<file path="config.mk">
export PLATFORM = sky130hd
export DESIGN_NAME = seven_segment_scan_controller
export DESIGN_NICKNAME = d
export VERILOG_FILES = /design/src/hw/rtl/ssd_pkg.sv /design/src/hw/rtl/ssd_ctrl.sv /design/src/hw/rtl/ssd_datapath.sv /design/src/hw/rtl/seven_segment_scan_controller.sv
export SDC_FILE = /design/constraint.sdc
export NUM_CORES = 1
export LEC_CHECK = 0
export BUFFER_PORTS_ARGS = -buffer_cell sky130_fd_sc_hd__buf_4
export CORE_AREA = 3 3 104 181
export CTS_BUF_LIST = sky130_fd_sc_hd__clkbuf_16
export DETAILED_ROUTE_END_ITERATION = 16
export DIE_AREA = 0 0 107 184
export HOLD_SLACK_MARGIN = 0.12
export PLACE_DENSITY = 0.73
export SKIP_LAST_GASP = 1
export SYNTH_ARGS = -nofsm -noshare
export SYNTH_HDL_FRONTEND = slang
export SYNTH_SLANG_ARGS = --single-unit
export TNS_END_PERCENT = 30
</file>
<file path="constraint.sdc">
create_clock -name clk -period 6.3 [get_ports clk]
set_input_delay 0.315 -clock clk [delete_from_list [all_inputs] [get_ports clk]]
set_output_delay 0.315 -clock clk [all_outputs]
set_load 0.005 [all_outputs]
</file>
<file path="src/hw/rtl/ssd_pkg.sv">
// Shared types, codes and segment glyphs for the seven-segment scan controller.
// Used by ssd_ctrl, ssd_datapath and the top level; depends on nothing else.
package ssd_pkg;

    localparam int DIGIT_COUNT = 4;
    localparam int POS_W       = $clog2(DIGIT_COUNT);

    // Segment bits: bit0 is segment a up to bit6 g, bit7 the decimal point.
    localparam logic [7:0] SEG_A = 8'h01;
    localparam logic [7:0] SEG_B = 8'h02;
    localparam logic [7:0] SEG_C = 8'h04;
    localparam logic [7:0] SEG_D = 8'h08;
    localparam logic [7:0] SEG_E = 8'h10;
    localparam logic [7:0] SEG_F = 8'h20;
    localparam logic [7:0] SEG_G = 8'h40;

    localparam logic [7:0] GLYPH_MINUS = SEG_G;
    localparam logic [7:0] GLYPH_E     = SEG_A | SEG_D | SEG_E | SEG_F | SEG_G;
    localparam logic [7:0] GLYPH_R     = SEG_E | SEG_G;

    localparam logic signed [15:0] SHOW_MAX = 16'sd9999;
    localparam logic signed [15:0] SHOW_MIN = -16'sd999;

    // 13108 / 2^17 is close enough to 1/10 for every magnitude up to 9999.
    localparam logic [13:0] RECIP_TEN = 14'd13108;
    localparam int          RECIP_SH  = 17;

    typedef enum logic [1:0] {
        FUNC_TICK     = 2'd0,
        FUNC_SHOW_INT = 2'd1,
        FUNC_SET_RAW  = 2'd2,
        FUNC_CLEAR    = 2'd3
    } func_t;

    // Register index of the configuration port.
    localparam logic REG_COMMON_ANODE = 1'b0;

    typedef struct packed {
        logic accept;     // an item is taken this cycle
        logic conv_step;  // produce one decimal digit
        logic emit;       // load the output register
    } ssd_cmd_t;

    typedef struct packed {
        logic int_conv;   // current input is a show-integer item within range
        logic conv_last;  // the digit produced this cycle is the final one
    } ssd_sts_t;

    function automatic logic [7:0] digit_glyph(input logic [3:0] d);
        logic [7:0] g;
        case (d)
            4'd0:    g = SEG_A | SEG_B | SEG_C | SEG_D | SEG_E | SEG_F;
            4'd1:    g = SEG_B | SEG_C;
            4'd2:    g = SEG_A | SEG_B | SEG_D | SEG_E | SEG_G;
            4'd3:    g = SEG_A | SEG_B | SEG_C | SEG_D | SEG_G;
            4'd4:    g = SEG_B | SEG_C | SEG_F | SEG_G;
            4'd5:    g = SEG_A | SEG_C | SEG_D | SEG_F | SEG_G;
            4'd6:    g = SEG_A | SEG_C | SEG_D | SEG_E | SEG_F | SEG_G;
            4'd7:    g = SEG_A | SEG_B | SEG_C;
            4'd8:    g = SEG_A | SEG_B | SEG_C | SEG_D | SEG_E | SEG_F | SEG_G;
            4'd9:    g = SEG_A | SEG_B | SEG_C | SEG_D | SEG_F | SEG_G;
            default: g = 8'h00;
        endcase
        return g;
    endfunction

endpackage

</file>
<file path="src/hw/rtl/ssd_ctrl.sv">
// Control state machine: item acceptance, digit conversion sequencing and
// output register handshake. Depends on ssd_pkg.
module ssd_ctrl
    import ssd_pkg::*;
(
    input  logic     clk,
    input  logic     rst_n,
    input  logic     in_valid,
    output logic     in_stall,
    output logic     out_valid,
    input  logic     out_stall,
    input  ssd_sts_t sts,
    output ssd_cmd_t cmd
);

    typedef enum logic [2:0] {
        ST_IDLE = 3'b001,
        ST_CONV = 3'b010,
        ST_EMIT = 3'b100
    } ctrl_state_t;

    ctrl_state_t state_reg, state_next;
    logic        out_valid_reg, out_valid_next;
    logic        slot_free;

    assign slot_free     = !out_valid_reg || !out_stall;
    assign in_stall      = (state_reg != ST_IDLE);
    assign out_valid     = out_valid_reg;
    assign cmd.accept    = (state_reg == ST_IDLE) && in_valid;
    assign cmd.conv_step = (state_reg == ST_CONV);
    assign cmd.emit      = (state_reg == ST_EMIT) && slot_free;

    always_comb
    begin
        state_next = state_reg;
        case (state_reg)
            ST_IDLE:
            begin
                if (cmd.accept)
                begin
                    state_next = sts.int_conv ? ST_CONV : ST_EMIT;
                end
            end
            ST_CONV:
            begin
                if (sts.conv_last)
                begin
                    state_next = ST_EMIT;
                end
            end
            ST_EMIT:
            begin
                if (cmd.emit)
                begin
                    state_next = ST_IDLE;
                end
            end
            default:
            begin
                state_next = ST_IDLE;
            end
        endcase
    end

    always_comb
    begin
        if (cmd.emit)
        begin
            out_valid_next = 1'b1;
        end
        else
        begin
            out_valid_next = out_valid_reg && out_stall;
        end
    end

    always_ff @(posedge clk or negedge rst_n)
    begin
        if (!rst_n)
        begin
            state_reg     <= ST_IDLE;
            out_valid_reg <= 1'b0;
        end
        else
        begin
            state_reg     <= state_next;
            out_valid_reg <= out_valid_next;
        end
    end

`ifndef NO_ASSERTIONS
    // A result is loaded exactly once, and the machine is free again after it.
    a_emit_done: assert property (@(posedge clk) disable iff (!rst_n)
        cmd.emit |=> (state_reg == ST_IDLE) && out_valid_reg)
        else $error("emit did not return to idle with a valid result");

    // Conversion never starts without an accepted item leading into it.
    a_conv_entry: assert property (@(posedge clk) disable iff (!rst_n)
        $rose(cmd.conv_step) |-> $past(cmd.accept) && $past(sts.int_conv))
        else $error("conversion entered without an accepted show-integer item");

    // A stalled result stays offered until it is taken.
    a_out_hold: assert property (@(posedge clk) disable iff (!rst_n)
        (out_valid_reg && out_stall) |=> out_valid_reg)
        else $error("stalled result withdrawn");
`endif

endmodule

</file>
<file path="src/hw/rtl/ssd_datapath.sv">
// Datapath: segment store, scan position, pin drive, decimal conversion unit
// (one digit per cycle by reciprocal multiply) and output payload registers.
// Depends on ssd_pkg.
module ssd_datapath
    import ssd_pkg::*;
(
    input  logic                clk,
    input  logic                rst_n,
    input  ssd_cmd_t            cmd,
    output ssd_sts_t            sts,
    input  logic [1:0]          func,
    input  logic signed [15:0]  value,
    input  logic                leading_zeros,
    input  logic [2:0]          digit_index,
    input  logic [7:0]          segment_mask,
    input  logic                common_anode,
    output logic [DIGIT_COUNT-1:0] digit_lines,
    output logic [7:0]          segment_lines,
    output logic                range_error
);

    logic [7:0]             store_reg [DIGIT_COUNT];
    logic [7:0]             store_next [DIGIT_COUNT];
    logic [POS_W-1:0]       pos_reg, pos_next;
    logic [DIGIT_COUNT-1:0] lit_reg, lit_next;
    logic [7:0]             drv_reg, drv_next;
    logic                   err_reg, err_next;

    logic [13:0]            mag_reg;
    logic [POS_W-1:0]       n_reg;
    logic                   neg_reg;
    logic                   pad_reg;

    logic [DIGIT_COUNT-1:0] dig_out_reg;
    logic [7:0]             seg_out_reg;
    logic                   err_out_reg;

    logic                   in_range;
    logic                   in_neg;
    logic [15:0]            in_abs;
    logic [27:0]            prod;
    logic [13:0]            quot;
    logic [13:0]            rem_full;
    logic [3:0]             rem;
    logic [POS_W:0]         n_inc;
    logic [POS_W:0]         width;
    logic                   more;

    assign in_neg   = value[15];
    assign in_range = (value <= SHOW_MAX) && (value >= SHOW_MIN);
    assign in_abs   = in_neg ? 16'(-value) : value;

    // Quotient and remainder of the magnitude by ten.
    assign prod     = 28'(mag_reg) * 28'(RECIP_TEN);
    assign quot     = 14'(prod >> RECIP_SH);
    assign rem_full = mag_reg - 14'((quot << 3) + (quot << 1));
    assign rem      = rem_full[3:0];

    assign n_inc = {1'b0, n_reg} + (POS_W+1)'(1);
    assign width = neg_reg ? (POS_W+1)'(DIGIT_COUNT - 1) : (POS_W+1)'(DIGIT_COUNT);
    assign more  = ((quot != 14'd0) || (pad_reg && (n_inc < width)))
                   && (n_inc < (POS_W+1)'(DIGIT_COUNT));

    assign sts.int_conv  = (func == FUNC_SHOW_INT) && in_range;
    assign sts.conv_last = !more;

    always_comb
    begin
        for (int i = 0; i < DIGIT_COUNT; i++)
        begin
            store_next[i] = store_reg[i];
        end
        pos_next = pos_reg;
        lit_next = lit_reg;
        drv_next = drv_reg;
        err_next = err_reg;

        if (cmd.accept)
        begin
            err_next = 1'b0;
            case (func)
                FUNC_TICK:
                begin
                    drv_next = store_reg[pos_reg];
                    lit_next = DIGIT_COUNT'(1) << pos_reg;
                    pos_next = pos_reg + POS_W'(1);
                end
                FUNC_SHOW_INT:
                begin
                    for (int i = 0; i < DIGIT_COUNT; i++)
                    begin
                        store_next[i] = 8'h00;
                    end
                    if (!in_range)
                    begin
                        store_next[0] = GLYPH_E;
                        store_next[1] = GLYPH_R;
                        store_next[2] = GLYPH_R;
                        err_next      = 1'b1;
                    end
                end
                FUNC_SET_RAW:
                begin
                    if (digit_index < 3'(DIGIT_COUNT))
                    begin
                        store_next[digit_index[POS_W-1:0]] = segment_mask;
                    end
                end
                default:
                begin
                    for (int i = 0; i < DIGIT_COUNT; i++)
                    begin
                        store_next[i] = 8'h00;
                    end
                    lit_next = '0;
                    drv_next = 8'h00;
                end
            endcase
        end
        else if (cmd.conv_step)
        begin
            // Digits fill from the right; the minus sign goes just left of them.
            store_next[~n_reg] = digit_glyph(rem);
            if (!more && neg_reg && (n_reg != POS_W'(DIGIT_COUNT - 1)))
            begin
                store_next[~n_inc[POS_W-1:0]] = GLYPH_MINUS;
            end
        end
    end

    always_ff @(posedge clk or negedge rst_n)
    begin
        if (!rst_n)
        begin
            for (int i = 0; i < DIGIT_COUNT; i++)
            begin
                store_reg[i] <= 8'h00;
            end
            pos_reg <= '0;
            lit_reg <= '0;
            drv_reg <= 8'h00;
            err_reg <= 1'b0;
        end
        else
        begin
            for (int i = 0; i < DIGIT_COUNT; i++)
            begin
                store_reg[i] <= store_next[i];
            end
            pos_reg <= pos_next;
            lit_reg <= lit_next;
            drv_reg <= drv_next;
            err_reg <= err_next;
        end
    end

    // Conversion working registers need no reset: they are loaded on accept.
    always_ff @(posedge clk)
    begin
        if (cmd.accept)
        begin
            mag_reg <= in_abs[13:0];
            neg_reg <= in_neg;
            pad_reg <= leading_zeros;
            n_reg   <= '0;
        end
        else if (cmd.conv_step)
        begin
            mag_reg <= quot;
            n_reg   <= n_inc[POS_W-1:0];
        end
    end

    always_ff @(posedge clk)
    begin
        if (cmd.emit)
        begin
            dig_out_reg <= common_anode ? lit_reg : ~lit_reg;
            seg_out_reg <= common_anode ? ~drv_reg : drv_reg;
            err_out_reg <= err_reg;
        end
    end

    assign digit_lines   = dig_out_reg;
    assign segment_lines = seg_out_reg;
    assign range_error   = err_out_reg;

`ifndef NO_ASSERTIONS
    a_lit_onehot: assert property (@(posedge clk) disable iff (!rst_n)
        $onehot0(lit_reg))
        else $error("more than one digit lit");

    a_conv_bounded: assert property (@(posedge clk) disable iff (!rst_n)
        (cmd.conv_step && (n_reg == POS_W'(DIGIT_COUNT - 1))) |-> sts.conv_last)
        else $error("conversion ran past the last digit");

    a_err_glyphs: assert property (@(posedge clk) disable iff (!rst_n)
        (cmd.emit && err_reg) |-> (store_reg[0] == GLYPH_E) && (store_reg[1] == GLYPH_R))
        else $error("range error without the error text in the store");
`endif

endmodule

</file>
<file path="src/hw/rtl/seven_segment_scan_controller.sv">
// Four-digit multiplexed seven-segment controller, top level with APB register.
// Tick, set raw, clear and out-of-range show integer: accept, then output load.
// In-range show integer: one conversion step per decimal digit between the two.
// Input stalls until the load. A result held by out_stall delays the next load.
// Reset (rst_n, asynchronous, active low) clears the store, scan position and drive
// registers, not the pins, and sets common_anode to 0; no clearing pass is needed.
module seven_segment_scan_controller
    import ssd_pkg::*;
(
    input  logic                   clk,
    input  logic                   rst_n,
    input  logic                   psel,
    input  logic                   penable,
    input  logic                   pwrite,
    input  logic [2:0]             paddr,
    input  logic [31:0]            pwdata,
    output logic [31:0]            prdata,
    output logic                   pready,
    input  logic                   in_valid,
    output logic                   in_stall,
    input  logic [1:0]             func,
    input  logic signed [15:0]     value,
    input  logic                   leading_zeros,
    input  logic [2:0]             digit_index,
    input  logic [7:0]             segment_mask,
    output logic                   out_valid,
    input  logic                   out_stall,
    output logic [DIGIT_COUNT-1:0] digit_lines,
    output logic [7:0]             segment_lines,
    output logic                   range_error
);

    logic     common_anode_reg, common_anode_next;
    logic     reg_sel;
    ssd_cmd_t cmd;
    ssd_sts_t sts;

    assign pready  = 1'b1;
    assign reg_sel = (paddr[2] == REG_COMMON_ANODE);
    assign prdata  = reg_sel ? {31'd0, common_anode_reg} : 32'd0;

    always_comb
    begin
        common_anode_next = common_anode_reg;
        if (psel && penable && pwrite && pready && reg_sel)
        begin
            common_anode_next = pwdata[0];
        end
    end

    always_ff @(posedge clk or negedge rst_n)
    begin
        if (!rst_n)
        begin
            common_anode_reg <= 1'b0;
        end
        else
        begin
            common_anode_reg <= common_anode_next;
        end
    end

    ssd_ctrl u_ctrl (
        .clk       (clk),
        .rst_n     (rst_n),
        .in_valid  (in_valid),
        .in_stall  (in_stall),
        .out_valid (out_valid),
        .out_stall (out_stall),
        .sts       (sts),
        .cmd       (cmd)
    );

    ssd_datapath u_datapath (
        .clk           (clk),
        .rst_n         (rst_n),
        .cmd           (cmd),
        .sts           (sts),
        .func          (func),
        .value         (value),
        .leading_zeros (leading_zeros),
        .digit_index   (digit_index),
        .segment_mask  (segment_mask),
        .common_anode  (common_anode_reg),
        .digit_lines   (digit_lines),
        .segment_lines (segment_lines),
        .range_error   (range_error)
    );

endmodule
</file>
==> results of run 1 <==
path summary, 6_finish.rpt:
check	start	end	depth (start not counted)
worst max register to register	u_datapath.mag_reg[5]$_DFFE_PP_	u_datapath.store_reg[28]$_DFFE_PN0P_	21
worst min register to register	u_datapath.err_reg$_DFFE_PN0P_	u_datapath.range_error$_DFFE_PP_	0
min in group asynchronous	rst_n	u_datapath.drv_reg[0]$_DFFE_PN0P_	2
worst min-delay path	in_valid	u_ctrl.state_reg[0]$_DFFE_PN1P_	2
max in group asynchronous	rst_n	u_datapath.err_reg$_DFFE_PN0P_	2
worst max-delay path	u_datapath.mag_reg[5]$_DFFE_PP_	u_datapath.store_reg[28]$_DFFE_PN0P_	21
per-stage QoR:
stage / TNS [ps] / cells / cell area (um2) / setup WS (ps)
CTS: 0 / 1257 / 9820 / 103
global route: -267 / 1266 / 9990 / -78.8
finish: 0 / 1266 / 9990 / 147
floorplan: 0 / 963 / 8800 / 342
detailed placement: 0 / 1240 / 9520 / 147
global placement: 0 / 1240 / 9520 / 223
synth_stat cells, types with 8 or more instances:
| cell type | instances |
|---|---|
| a21oi_1 | 34 |
| a22oi_1 | 9 |
| clkbuf_1 | 14 |
| a32oi_1 | 11 |
| xor2_1 | 20 |
| o21ai_0 | 64 |
| buf_4 | 33 |
| nor2_1 | 41 |
| nand3_1 | 13 |
| inv_1 | 143 |
| dfrtp_1 | 51 |
| fa_1 | 46 |
| mux2_2 | 13 |
| nand2_1 | 98 |
| xnor2_1 | 19 |
| mux4_2 | 8 |
| ha_1 | 122 |
| edfxtp_1 | 29 |
| mux2i_1 | 8 |
cell type report:
type	instances	share of cell area, %
sequential	83	22.2
tap	231	2.89
multi-input combinational	679	58.1
inverter	144	5.41
clock buffer	9	2.25
timing repair buffer	113	8.52
clock inverter	7	0.651
logic make-up (layout without fill, tap and decap cells):
kind of cell	Yosys count	in the layout	synth area share, %
fa+ha+maj	168	168	28.2
flops	83	83	25.5
buf+inv	201	273	10.2
mux	29	29	4.68
compound gates	197	197	15.1
simple gates	212	212	11.8
xor+xnor	41	41	4.52
other cells	2	32	0.0864
per-layer routing:
layer  global-route usage (%)  vias up
met5                        0        -
met2                     46.3      228
met3                     2.39       86
met1                     22.5     3423
li1                         -     3373
met4                     11.4        0
placed cells by master, fill, tap and decap left out, types with 8 or more instances in the layout:
| master | n |
|---|---|
| inv_1 | 143 |
| buf_4 | 112 |
| fa_1 | 46 |
| conb_1 | 32 |
| xnor2_1 | 18 |
| o21ai_0 | 63 |
| a21oi_1 | 33 |
| a22oi_1 | 9 |
| nor2_1 | 40 |
| a32oi_1 | 11 |
| clkbuf_16 | 9 |
| nand3_1 | 13 |
| edfxtp_1 | 29 |
| dfrtp_1 | 51 |
| ha_1 | 117 |
| mux2_2 | 13 |
| mux4_2 | 8 |
| nand2_1 | 98 |
| xor2_1 | 18 |
repair_timing:
action | CTS | global route
setup endpoints to repair | 0 | 24
hold endpoints to repair | 51 | 0
setup buffers | 0 | 9
hold buffers | 1 | 0
resized for setup | 0 | 18
==> results.tsv, run 1 <==
stage	metric	value	unit
run_status	status	finished, final reports clean	
floorplanning	Core Footprint	17500	um2
sta	# setup viols final	0	
worst_setup_path	CP Data Required Time	6530	ps
synth	Synth Warn #	0	
worst_setup_path	CP arrival	6390	ps
grt	pin count of the biggest net entering global routing	53	
floorplanning	chip height	184	um
sta	Hold Slack	140	ps
routing	Final ANT Viol Nets	0	
grt	Tot GR Track Use	23.0	%
routing	WL final	22.3	mm
synth	Mean Syn Cell Area	9.31	um2
sta	RSZ-0062 raised after global routing	true	
final_layout	fillers	1543	
synth	Area contributors post-synth	ha_1 (18%), dfrtp_1 (15%), fa_1 (11%)	
final_layout	layout cells sized above 1	18.4	%
cts	CTS sink cnt	83	
worst_setup_path	Setup crit end kind	register	
cts	TritonCTS Buffers	9	
floorplanning	# IOs	120	
synth	Yosys reg bits	83	
grt	number of global-route vias before repair	7146	
worst_setup_path	R2R Setup Slk	150	ps
worst_setup_path	Crit-path slowest cell	fa_1	
cts	CTS clock-pin slew for the worst setup and hold paths	70	ps
routing	metal2 WL	12.9	mm
place	gpl congestion	0.944	
cts	clock buffer depth	2	
routing	via count	7110	
final_layout	register area	2210	um2
run	Max-Cap Viols	0	
synth	ys async rst share	62.7	%
synth	number of synthesized flops with an enable pin	29	
final_layout	max reg flops	32	
routing	DRT Pass-1 Iters	5	
worst_setup_path	CP most frequent cell	fa_1	
final_layout	Final Util	57.0	%
routing	residual DRC count	0	
cts	CTS H-tree lvls	3	
floorplanning	row count	64	
worst_setup_path	CP max FO	6	
sta	period utilisation layout	97.7	%
sta	Tmin final	6150	ps
grt	grt ovf	0	
synth	Most used DFF post-synth	dfrtp_1	
cts	CTS root buf	clkbuf_16	
synth	Seq/Total Area, Yosys	25.5	%
synth	Synth cell types	83	
final_layout	synthesis-to-finish area growth	14.9	%
routing	met3 wire length	723	um
worst_setup_path	Worst Path Class, Setup	register to register	
cts	CTS tree	built	
synth	Synth Instances	933	
routing	routed len/inst	17.6	um
final_layout	final net count	1270	
routing	initial drt markers	350	
synth	leading area contributor after synthesis	ha_1	
worst_hold_path	worst hold path type	primary input to register	
floorplanning	Starting Density	49.6	%
sta	final hold violations	0	
sta	Max Slew Vio Count	0	
worst_setup_path	buffer and inverter count on the worst path	4	
worst_setup_path	crit start category	register	
final_layout	Multi-input gate area	5800	um2
worst_setup_path	CP delay by family, top	adder cells	
floorplanning	die area	19700	um2
place	post-DP HPWL	18.1	mm
routing	drt via density	5.62	
place	IO Port Bufs	54	
worst_setup_path	CP peak stage delay	560	ps
routing	Top Metal Used	met4	
cts	clock latency at the later pin of the worst-skew pair	350	ps
synth	Synth top area share	17.6	%
grt	first-pass GRT wire length	35.3	mm
worst_setup_path	CP cell instances	ha_1 > fa_1 > fa_1 > inv_1 > fa_1 > fa_1 > inv_1 > ha_1 > a21oi_2 > o21ai_1 > a31oi_2 > nand2_1 > xor2_2 > ha_2 > xnor2_2 > xnor3_2 > xnor2_4 > buf_4 > buf_4 > a22o_1 > a221o_1	
routing	DRT met1 WL	7.42	mm
final_layout	Diodes inserted	0	
grt	initial antenna violation count	0	
sta	Worst-Margin Slew	857	ps
sta	fmax	163	MHz
floorplanning	Die X-Extent	107	um
sta	Clock Skews	6.63	ps
sta	Rel. slew slack	42.9	%
synth	Post-Syn Area	8690	um2
Power of run 1 is not shown: default switching activity piles up to over one toggle a cycle in this logic, so the estimate is an artifact.
==> run 2, diff against run 1 <==
CORE_AREA = 3 3 100 174   (was 3 3 104 181)
DIE_AREA = 0 0 103 177   (was 0 0 107 184)
PLACE_DENSITY = 0.78   (was 0.73)
==> run 2 against run 1 <==
Effect of this change: sequential cell count stayed put; register-to-register slack better by 20 ps; first-iteration DRC count decreased by 13%; wire length fell by 0.23%.
==> results.tsv, run 2 (synthesis results as in run 1) <==
stage	metric	value	unit	change
final_layout	post-route cell area	9850	um2	was 9990 um2
worst_setup_path	R2R Setup Slk	170	ps	was 150 ps
final_layout	most frequent cells in the layout	inv_1 (143), ha_1 (121), buf_4 (106)		was inv_1 (143), ha_1 (117), buf_4 (112)
worst_setup_path	Worst Path Class, Setup	register to register		unchanged
sta	Tmin final	6130	ps	was 6150 ps
sta	Worst-Margin Slew	923	ps	was 857 ps
cts	CTS H-tree lvls	3		unchanged
final_layout	layout cells sized above 1	17.4	%	was 18.4%
sta	RSZ-0062 raised after global routing	true		unchanged
floorplanning	row count	61		was 64
worst_setup_path	CP Data Required Time	6520	ps	was 6530 ps
final_layout	commonest non-fill, non-tap cell in the layout	inv_1		unchanged
worst_hold_path	worst hold path type	primary input to register		unchanged
sta	setup ws final	171	ps	was 147 ps
place	dpl ws	129	ps	was 147 ps
floorplanning	Core Footprint	16000	um2	was 17,500 um2
cts	CTS clock-pin slew for the worst setup and hold paths	60	ps	was 70 ps
routing	DRT Pass-1 Iters	7		was 5
grt	pin count of the biggest net entering global routing	53		unchanged
cts	CTS tree	built		unchanged
floorplanning	Starting Density	54.2	%	was 49.6%
worst_setup_path	CP arrival	6350	ps	was 6390 ps
sta	period utilisation layout	97.3	%	was 97.7%
sta	Clock Skews	8.98	ps	was 6.63 ps
place	IO Port Bufs	54		unchanged
grt	Tot GR Track Use	25.2	%	was 23.0%
final_layout	synthesis-to-finish area growth	13.4	%	was 14.9%
sta	final setup TNS	0	ps	unchanged
routing	routed len/inst	18.2	um	was 17.6 um
sta	fmax	163	MHz	about the same
cts	CTS sink cnt	83		unchanged
worst_setup_path	CP max FO	8		was 6
floorplanning	# IOs	120		unchanged
place	DP Area	9440	um2	was 9520 um2
place	gpl congestion	0.985		was 0.944
cts	CTS root buf	clkbuf_16		unchanged
cts	TritonCTS Buffers	9		unchanged
routing	drt via density	5.80		was 5.62
worst_setup_path	crit start category	register		unchanged
routing	WL final	22.2	mm	was 22.3 mm
run	Max-Cap Viols	0		unchanged
floorplanning	die area	18200	um2	was 19,700 um2
routing	initial drt markers	304		was 350
cts	clock buffer depth	2		unchanged
worst_setup_path	Setup crit end kind	register		unchanged
floorplanning	chip height	177	um	was 184 um
sta	Rel. slew slack	38.5	%	was 42.9%
sta	Hold Slack	143	ps	was 140 ps
grt	number of global-route vias before repair	7440		was 7,146
grt	first-pass GRT wire length	35.4	mm	was 35.3 mm
final_layout	final net count	1264		was 1,270
routing	Final ANT Viol Nets	0		unchanged
grt	grt ovf	0		unchanged
sta	final hold violations	0		unchanged
sta	Max Slew Vio Count	0		unchanged
run_status	status	finished, final reports clean		unchanged
routing	via count	7061		was 7,110
final_layout	max reg flops	32		unchanged
cts	clock latency at the later pin of the worst-skew pair	350	ps	about the same
floorplanning	Die X-Extent	103	um	was 107 um
routing	residual DRC count	0		unchanged
sta	# setup viols final	0		unchanged
final_layout	Diodes inserted	0		unchanged
place	post-DP HPWL	18.2	mm	was 18.1 mm
grt	initial antenna violation count	0		unchanged
==> run 2: path summary, 6_finish.rpt <==
check,from,end,depth (start not counted)
worst max-delay path,u_datapath.mag_reg[1]$_DFFE_PP_,u_datapath.store_reg[20]$_DFFE_PN0P_,22
worst min-delay path,leading_zeros,u_datapath.pad_reg$_DFFE_PP_,1
worst max register to register,u_datapath.mag_reg[1]$_DFFE_PP_,u_datapath.store_reg[20]$_DFFE_PN0P_,22
worst min register to register,u_datapath.err_reg$_DFFE_PN0P_,u_datapath.range_error$_DFFE_PP_,0
max in group asynchronous,rst_n,u_ctrl.state_reg[1]$_DFFE_PN0P_,2
min in group asynchronous,rst_n,u_datapath.store_reg[15]$_DFFE_PN0P_,2
==> run 2: cell type report <==
class | count | area [um2]
timing repair buffer | 107 | 806
fill | 1374 | 6170
multi-input combinational | 679 | 5770
inverter | 144 | 541
clock buffer | 9 | 225
clock inverter | 7 | 65.1
sequential | 83 | 2210
tap | 189 | 236
==> run 2: layer usage <==
metal	global-route usage (%)	wire (um)
met4	12.0	1030
met5	0	0
met3	2.49	787
met1	24.5	7370
met2	50.2	13000
==> run 2: metrics by stage <==
stage | std cells | utilization (%)
6_report | 1218 | 61.5
5_1_grt | 1218 | 61.5
4_1_cts | 1211 | 60.7
3_5_place_dp | 1194 | 58.9
3_3_place_gp | 1194 | 58.9
2_1_floorplan | 963 | -
==> run 2: timing repair <==
item	in CTS	in global routing
resized for setup	0	14
endpoints found under the setup margin	0	27
hold buffers	1	0
buffers inserted	0	7
hold endpoints to repair	51	0
==> run 2: worst max-delay path, cell delays in order, from the launching register on <==
cell and delay (ps):
edfxtp_1 560, ha_1 390, inv_1 100, ha_1 290, inv_1 50, fa_1 530, inv_1 50, fa_1 520
inv_1 60, fa_1 530, inv_1 40, ha_1 350, and3_2 230, and2_1 180, a2111oi_0 560, buf_4 200
a311oi_1 60, nor2_1 130, and4_1 310, nand4_2 310, buf_4 260, a31oi_1 160, o21ai_0 110
Power of run 2 is left out for the same reason.
